<file path="src/rtl/i8dq_pkg.sv">
// Package for the int8 block dequantizer: defaults, the work item type and a helper function.
// Used by all files of the block but the checker; depends on nothing.
`timescale 1ns / 1ps
package i8dq_pkg;
  localparam int unsigned BlockElemDefault = 32;
  localparam logic [30:0] ScaleLimitReset = 31'h461C4000;
  localparam int unsigned QueueDepth = 2;

  // Item handed from the front (classification) to the back (multiply).
  typedef struct packed {
    logic [7:0]  quant;
    logic [31:0] scale;
    logic [4:0]  index;
    logic        last;
  } work_t;

  // Widen a half-precision pattern to single precision bits.
  function automatic logic [31:0] half_to_single(input logic [15:0] h);
    logic        s;
    logic [4:0]  ex;
    logic [9:0]  man;
    logic [3:0]  lz;
    logic [9:0]  nm;
    logic [31:0] r;
    s   = h[15];
    ex  = h[14:10];
    man = h[9:0];
    lz  = 4'd0;
    nm  = '0;
    r   = '0;
    if (ex == 5'd0) begin
      if (man == 10'd0) begin
        r = {s, 31'd0};
      end else begin
        // Find the leading one of the subnormal mantissa
        for (int i = 0; i < 10; i++) begin
          if (man[i]) lz = 4'(9 - i);
        end
        nm = man << (lz + 4'd1);
        // value = man * 2^-24, leading bit at 9-lz -> exponent -15-lz
        r = {s, 8'(8'd112 - {4'd0, lz}), nm, 13'd0};
      end
    end else if (ex == 5'h1f) begin
      r = {s, 8'hff, man, 13'd0};
    end else begin
      r = {s, 8'({3'd0, ex} + 8'd112), man, 13'd0};
    end
    return r;
  endfunction
endpackage

</file>
<file path="src/rtl/i8dq_front.sv">
// Front part: tracks the byte position, assembles and screens the scale.
// Depends on i8dq_pkg.
`timescale 1ns / 1ps
module i8dq_front #(
  parameter int unsigned BlockElements = i8dq_pkg::BlockElemDefault
) (
  input  logic                 clk_i,
  input  logic                 rst_ni,
  input  logic                 scale_limit_we_i,
  input  logic [30:0]          scale_limit_wdata_i,
  input  logic                 in_valid_i,
  output logic                 in_ready_o,
  input  logic [7:0]           data_byte_i,
  output logic                 push_o,
  output i8dq_pkg::work_t      push_data_o,
  input  logic                 full_i
);
  // At least five bits so that the element index can always be sliced
  localparam int unsigned PosW = ($clog2(BlockElements + 2) < 5) ? 5 :
                                 $clog2(BlockElements + 2);

  logic [PosW-1:0] pos_q, pos_d;
  logic [7:0]      low_q;
  logic [31:0]     scale_q;
  logic [30:0]     limit_q;
  logic [31:0]     wide;
  logic [PosW-1:0] idx;
  logic            acc;

  assign in_ready_o = !full_i;
  assign acc        = in_valid_i && in_ready_o;
  assign wide       = i8dq_pkg::half_to_single({data_byte_i, low_q});
  assign idx        = pos_q - PosW'(2);

  // Classify the byte and build the work item
  always_comb begin
    pos_d  = pos_q;
    push_o = 1'b0;
    push_data_o.quant = data_byte_i;
    push_data_o.scale = scale_q;
    push_data_o.index = idx[4:0];
    push_data_o.last  = (idx == PosW'(BlockElements - 1));
    if (acc) begin
      if (pos_q == PosW'(0)) begin
        pos_d = PosW'(1);
      end else if (pos_q == PosW'(1)) begin
        pos_d = PosW'(2);
      end else begin
        push_o = 1'b1;
        pos_d  = push_data_o.last ? PosW'(0) : pos_q + PosW'(1);
      end
    end
  end

  // Hold the position and the limit
  always_ff @(posedge clk_i or negedge rst_ni) begin
    if (!rst_ni) begin
      pos_q   <= '0;
      limit_q <= i8dq_pkg::ScaleLimitReset;
    end else begin
      pos_q <= pos_d;
      if (scale_limit_we_i) limit_q <= scale_limit_wdata_i;
    end
  end

  // Capture scale bytes; screen the widened scale
  always_ff @(posedge clk_i) begin
    if (acc && pos_q == PosW'(0)) low_q <= data_byte_i;
    if (acc && pos_q == PosW'(1)) begin
      if (wide[30:0] >= 31'h7f800000 || wide[30:0] > limit_q) scale_q <= '0;
      else scale_q <= wide;
    end
  end
endmodule

</file>
<file path="src/rtl/i8dq_queue.sv">
// Short queue between the front and back parts.
// Depends on i8dq_pkg.
`timescale 1ns / 1ps
module i8dq_queue (
  input  logic            clk_i,
  input  logic            rst_ni,
  input  logic            push_i,
  input  i8dq_pkg::work_t push_data_i,
  output logic            full_o,
  output logic            valid_o,
  output i8dq_pkg::work_t pop_data_o,
  input  logic            pop_i
);
  localparam int unsigned D = i8dq_pkg::QueueDepth;
  localparam int unsigned AW = $clog2(D);

  i8dq_pkg::work_t mem_q [D];
  logic [AW-1:0]   wp_q, rp_q;
  logic [AW:0]     cnt_q;

  assign full_o     = (cnt_q == (AW+1)'(D));
  assign valid_o    = (cnt_q != '0);
  assign pop_data_o = mem_q[rp_q];

  // Advance pointers and count
  always_ff @(posedge clk_i or negedge rst_ni) begin
    if (!rst_ni) begin
      wp_q  <= '0;
      rp_q  <= '0;
      cnt_q <= '0;
    end else begin
      if (push_i) wp_q <= wp_q + AW'(1);
      if (pop_i)  rp_q <= rp_q + AW'(1);
      cnt_q <= cnt_q + (AW+1)'(push_i) - (AW+1)'(pop_i);
    end
  end

  always_ff @(posedge clk_i) begin
    if (push_i) mem_q[wp_q] <= push_data_i;
  end
endmodule

</file>
<file path="src/rtl/i8dq_back.sv">
// Back part: quant times scale product, truncated to single precision, and output register.
// Depends on i8dq_pkg.
`timescale 1ns / 1ps
module i8dq_back (
  input  logic            clk_i,
  input  logic            rst_ni,
  input  logic            valid_i,
  input  i8dq_pkg::work_t data_i,
  output logic            pop_o,
  output logic            out_valid_o,
  input  logic            out_ready_i,
  output logic [31:0]     weight_bits_o,
  output logic [4:0]      element_index_o,
  output logic            last_in_block_o
);
  logic        vld_q;
  logic        sgn;
  logic [7:0]  mag;
  logic [7:0]  ex;
  logic [23:0] sig;
  logic [31:0] prod;
  logic [2:0]  sh;
  logic [31:0] res;

  assign pop_o = valid_i && (!vld_q || out_ready_i);
  assign sgn   = data_i.quant[7] ^ data_i.scale[31];
  assign mag   = data_i.quant[7] ? 8'(-data_i.quant) : data_i.quant;
  assign ex    = data_i.scale[30:23];
  assign sig   = {1'b1, data_i.scale[22:0]};
  assign prod  = sig * mag;

  // Normalise: product of 24-bit significand and 8-bit magnitude
  always_comb begin
    sh  = 3'd0;
    res = {sgn, 31'd0};
    for (int i = 24; i < 32; i++) begin
      if (prod[i]) sh = 3'(i - 23);
    end
    // Scale is normal or zero after screening; zero gives a signed zero
    if (mag != 8'd0 && ex != 8'd0) begin
      res = {sgn, 8'(ex + {5'd0, sh}), 23'(prod >> sh)};
    end
  end

  // Hold the result until taken
  always_ff @(posedge clk_i or negedge rst_ni) begin
    if (!rst_ni) vld_q <= 1'b0;
    else if (pop_o) vld_q <= 1'b1;
    else if (out_ready_i) vld_q <= 1'b0;
  end

  always_ff @(posedge clk_i) begin
    if (pop_o) begin
      weight_bits_o   <= res;
      element_index_o <= data_i.index;
      last_in_block_o <= data_i.last;
    end
  end

  assign out_valid_o = vld_q;
endmodule

</file>
<file path="src/rtl/int8_block_dequantizer_unit.sv">
// An accepted quant byte enters the queue, then the output register.
// One byte per cycle unless the queue is full; two scale bytes give no result.
// A two-entry queue parts the byte tracker from the multiply and output register.
// Reset: asynchronous active low; position to block start, limit to 10000.0.
// Top level of the int8 block dequantizer; depends on i8dq_pkg and submodules.
`timescale 1ns / 1ps
module int8_block_dequantizer_unit #(
  parameter int unsigned BlockElements = i8dq_pkg::BlockElemDefault
) (
  input  logic        clk_i,
  input  logic        rst_ni,
  input  logic        scale_limit_we_i,
  input  logic [30:0] scale_limit_i,
  input  logic        in_valid_i,
  output logic        in_ready_o,
  input  logic [7:0]  data_byte_i,
  output logic        out_valid_o,
  input  logic        out_ready_i,
  output logic [31:0] weight_bits_o,
  output logic [4:0]  element_index_o,
  output logic        last_in_block_o
);
  logic            push, full, qv, pop;
  i8dq_pkg::work_t pd, qd;

  i8dq_front #(.BlockElements(BlockElements)) u_front (
    .clk_i, .rst_ni, .scale_limit_we_i(scale_limit_we_i),
    .scale_limit_wdata_i(scale_limit_i), .in_valid_i, .in_ready_o, .data_byte_i,
    .push_o(push), .push_data_o(pd), .full_i(full)
  );

  i8dq_queue u_queue (
    .clk_i, .rst_ni, .push_i(push), .push_data_i(pd), .full_o(full),
    .valid_o(qv), .pop_data_o(qd), .pop_i(pop)
  );

  i8dq_back u_back (
    .clk_i, .rst_ni, .valid_i(qv), .data_i(qd), .pop_o(pop), .out_valid_o,
    .out_ready_i, .weight_bits_o, .element_index_o, .last_in_block_o
  );
endmodule

</file>
<file path="config.mk">
export PLATFORM = sky130hd
export DESIGN_NAME = int8_block_dequantizer_unit
export DESIGN_NICKNAME = d
export VERILOG_FILES = /design/src/rtl/i8dq_pkg.sv /design/src/rtl/i8dq_front.sv /design/src/rtl/i8dq_queue.sv /design/src/rtl/i8dq_back.sv /design/src/rtl/int8_block_dequantizer_unit.sv
export SDC_FILE = /design/constraint.sdc
export NUM_CORES = 1
export LEC_CHECK = 0
export BUFFER_PORTS_ARGS = -buffer_cell sky130_fd_sc_hd__clkbuf_2
export CORE_ASPECT_RATIO = 1.75
export CORE_UTILIZATION = 39
export CTS_BUF_LIST = sky130_fd_sc_hd__clkbuf_8
export CTS_CLUSTER_DIAMETER = 80
export DETAILED_ROUTE_END_ITERATION = 10
export RECOVER_POWER = 100
export SETUP_SLACK_MARGIN = 0.5
export SLEW_MARGIN = 20
export SYNTH_ARGS = -nofsm -noshare
export SYNTH_HDL_FRONTEND = slang
export SYNTH_SLANG_ARGS = --single-unit
</file>
<file path="constraint.sdc">
create_clock -name clk_i -period 7.9 [get_ports clk_i]
set_input_delay 1.185 -clock clk_i [delete_from_list [all_inputs] [get_ports clk_i]]
set_output_delay 1.185 -clock clk_i [all_outputs]
set_load 0.005 [all_outputs]
</file>
==> results.tsv <==
stage	metric	value	unit
outcome	status	finished, violations left	
outcome	failing checks	max-capacitance violations, max-slew violations	
die	full die area	0.0291	mm²
final_layout	Nets	1305	
worst_setup_path	R2R depth	25	
sta	Max Clock Skew	0.0150	ns
final_layout	final-layout fill cell count	2772	
route	initial DRC count	315	
worst_setup_path	Crit path arrival time	7.57	ns
clock_tree	hold buffers post-CTS	0	
yosys	Synth top cells by count	126 x inv_1, 122 x edfxtp_1, 94 x nor2_1	
route	drt wl/cell	16.3	µm
worst_setup_path	CP required	8.15	ns
worst_setup_path	startpoint type of the worst setup path	register	
final_layout	flip-flop and latch area	0.00472	mm²
global_route	All-Layer GR Usage	0.179	
route	drt total wl	24.7	mm
die	Starting Density	0.396	
final_layout	post-route cell area	0.0128	mm²
sta	Slew @ Worst Pin	2.32	ns
clock_tree	CTS tree	done	
die	die extent in y	225	µm
die	core footprint	0.0280	mm²
placed_design	I/O Buffers	77	
clock_tree	CTS Buffer Depth	2	
sta	Final Cycle Share	0.927	
sta	final setup fails	0	
global_route	first-pass GRT wire length	39.4	mm
yosys	post-synthesis sequential area ratio	0.426	
min_path	WHS Path Cells	0	
placed_design	hpwl dp	19.3	mm
clock_tree	clock-pin slew on the worst setup and hold paths	0.10	ns
final_layout	Area Overhead vs Synth	15.5	%
yosys	Post-synth ARST share	0.256	
sta	RSZ-0062 raised after global routing	true	
sta	final hold viol count	0	
global_route	initial antenna violation count	0	
flow_run	number of max-cap violations	5	
final_layout	layout cells sized above 1	0.190	
global_route	Overflow after GRT	0	
worst_setup_path	Max FO, Critical Path	8	
die	Rows	81	
sta	min Tclk post-route	7.32	ns
final_layout	Finished Core Util	0.458	
worst_setup_path	CP Capture Type	register	
yosys	cell area after synthesis	0.0111	mm²
yosys	Post-synth EDFFs	122	
sta	Slew headroom	-0.544	
clock_tree	# H-tree levels	4	
placed_design	global placement routability congestion	0.919	
yosys	Yosys top cell area share	0.330	
global_route	vias in the first global route	8073	
route	via count	7887	
yosys	flops & latches, synth	164	
die	Die W	129	µm
yosys	Mean Syn Cell Area	10.7	µm²
die	I/O pin cnt	84	
yosys	Yosys warnings	0	
clock_tree	Sink Count	164	
route	Pre-antenna DRT Iters	4	
placed_design	placed instance area	0.0120	mm²
yosys	count leader, synth	inv_1	
min_path	hold crit path type	register to register	
clock_tree	root buffer cell	clkbuf_8	
worst_setup_path	Setup CP Type	register to register	
route	Vias/cell	5.19	
yosys	Syn Inst Count	1033	
clock_tree	TritonCTS Buffers	17	
yosys	Yosys top cell by area	edfxtp_1	
global_route	largest net degree at the start of global routing	50	
route	DRT antenna net count	0	
final_layout	area of the multi-input gates	0.00611	mm²
sta	Slew Viols, Final	194	
yosys	Main synth FF type	edfxtp_1	
sta	TNS Setup	0	ns
clock_tree	worst-skew pair later-pin latency	0.50	ns
yosys	top cells by area, synth	edfxtp_1 33%, fa_1 9.9%, ha_1 8.0%	
route	Post-route DRC	0	
sta	fmax	137	MHz
yosys	Synth cell types	75	
final_layout	ANT cells	0	
## timing repair
action / in CTS / in global routing
gates resized for setup: 21 / 62
buffers inserted: 7 / 5
setup endpoints to repair: 20 / 22
hold endpoints to repair: 0 / 0
pin swaps: 6 / 20
## metrics by stage
stage               cells  hold slack [ns]  setup WS [ns]
finish               1521            0.450          0.576
global route         1521            0.464          0.249
CTS                  1516            0.452          0.478
detailed placement   1477            0.431          0.218
global placement     1477            0.422          0.321
floorplan            1038            0.421          0.507
## final timing paths
kind | startpoint | end | slack (ns)
setup / recovery | u_queue.rp_q | u_back.weight_bits_o[12] | 0.58
hold / removal | u_front.scale_q[22] | u_queue.mem_q[1][28] | 0.45
setup reg to reg | u_queue.rp_q | u_back.weight_bits_o[12] | 0.58
hold reg to reg | u_front.scale_q[22] | u_queue.mem_q[1][28] | 0.45
max in group asynchronous | rst_ni | u_front.limit_q[8] | 5.08
min in group asynchronous | rst_ni | u_front.pos_q[5] | 1.47
## critical path, stage by stage (launching register included)
cell      delay (ns)
dfrtp_1         0.62
mux2i_4         0.33
ha_1            0.23
nand2_1         0.09
o21ai_2         0.17
xnor2_2         0.16
or2_2           0.34
fa_1            0.50
fa_1            0.54
inv_1           0.05
fa_1            0.52
inv_1           0.05
fa_1            0.40
inv_1           0.07
ha_2            0.29
a21o_1          0.20
or3_1           0.34
o211ai_1        0.26
o311ai_2        0.18
a41oi_2         0.26
o21a_1          0.21
o21a_2          0.24
buf_6           0.18
mux2i_1         0.36
mux2_1          0.25
a2bb2o_4        0.22
## cells by family (layout without fill, tap and decap cells)
group,Yosys count,count (layout),share of synthesized area
fa+ha+maj,126,126,0.179
xor+xnor,31,31,0.0245
mux,80,80,0.0781
compound gates,188,188,0.112
other cells,1,6,0.000338
simple gates,275,275,0.119
buf+inv,168,278,0.0614
flops,164,164,0.426
## routing by layer
layer	vias up	part of all wire	routed length [µm]	global-route usage
li1	3800	-	-	-
met1	3849	0.35	8680	0.166
met2	170	0.57	14200	0.355
met3	68	0.024	596	0.0233
met4	0	0.050	1240	0.113
met5	-	0	0	0
## flip-flops by register name (all words and copies together), names as in the netlist, 2 cells and up
name,count
u_queue.mem_q,64
u_front.limit_q,31
u_back.weight_bits_o,26
u_front.scale_q,18
u_front.low_q,8
u_front.pos_q,6
u_back.element_index_o,5
u_queue.cnt_q,2
## cells in the final DEF, fill, tap and decap left out, types with 6 or more instances in the layout
cell | netlist | layout
mux2i_1 | 49 | 41
clkbuf_8 | 0 | 17
clkbuf_2 | 0 | 37
fa_1 | 55 | 54
ha_1 | 71 | 66
inv_6 | 0 | 6
dfrtp_1 | 35 | 35
dfstp_2 | 7 | 7
xor2_1 | 15 | 12
a21oi_1 | 43 | 35
inv_1 | 126 | 126
nor3_1 | 16 | 13
nand2b_1 | 13 | 12
or2_2 | 19 | 18
conb_1 | 1 | 6
nand3_1 | 12 | 10
o21ai_0 | 49 | 45
nor2_1 | 94 | 93
o211ai_1 | 11 | 11
buf_4 | 7 | 32
and3_1 | 7 | 7
nand2_1 | 65 | 62
xnor2_1 | 16 | 11
mux2_2 | 28 | 24
o22ai_1 | 6 | 6
clkbuf_1 | 19 | 45
o21a_1 | 7 | 6
edfxtp_1 | 122 | 122
nor2b_1 | 15 | 15
a21o_1 | 21 | 21
## final cells by class
type                       count  area share
tap                          373      0.0364
inverter                     128      0.0377
multi-input combinational    706       0.477
clock buffer                  17      0.0183
timing repair buffer         118      0.0499
clock inverter                15      0.0124
sequential                   164       0.369
Power is left out: the tool's default activity adds up to more than one toggle a clock period on the data nets, which glitch-free logic cannot reach.
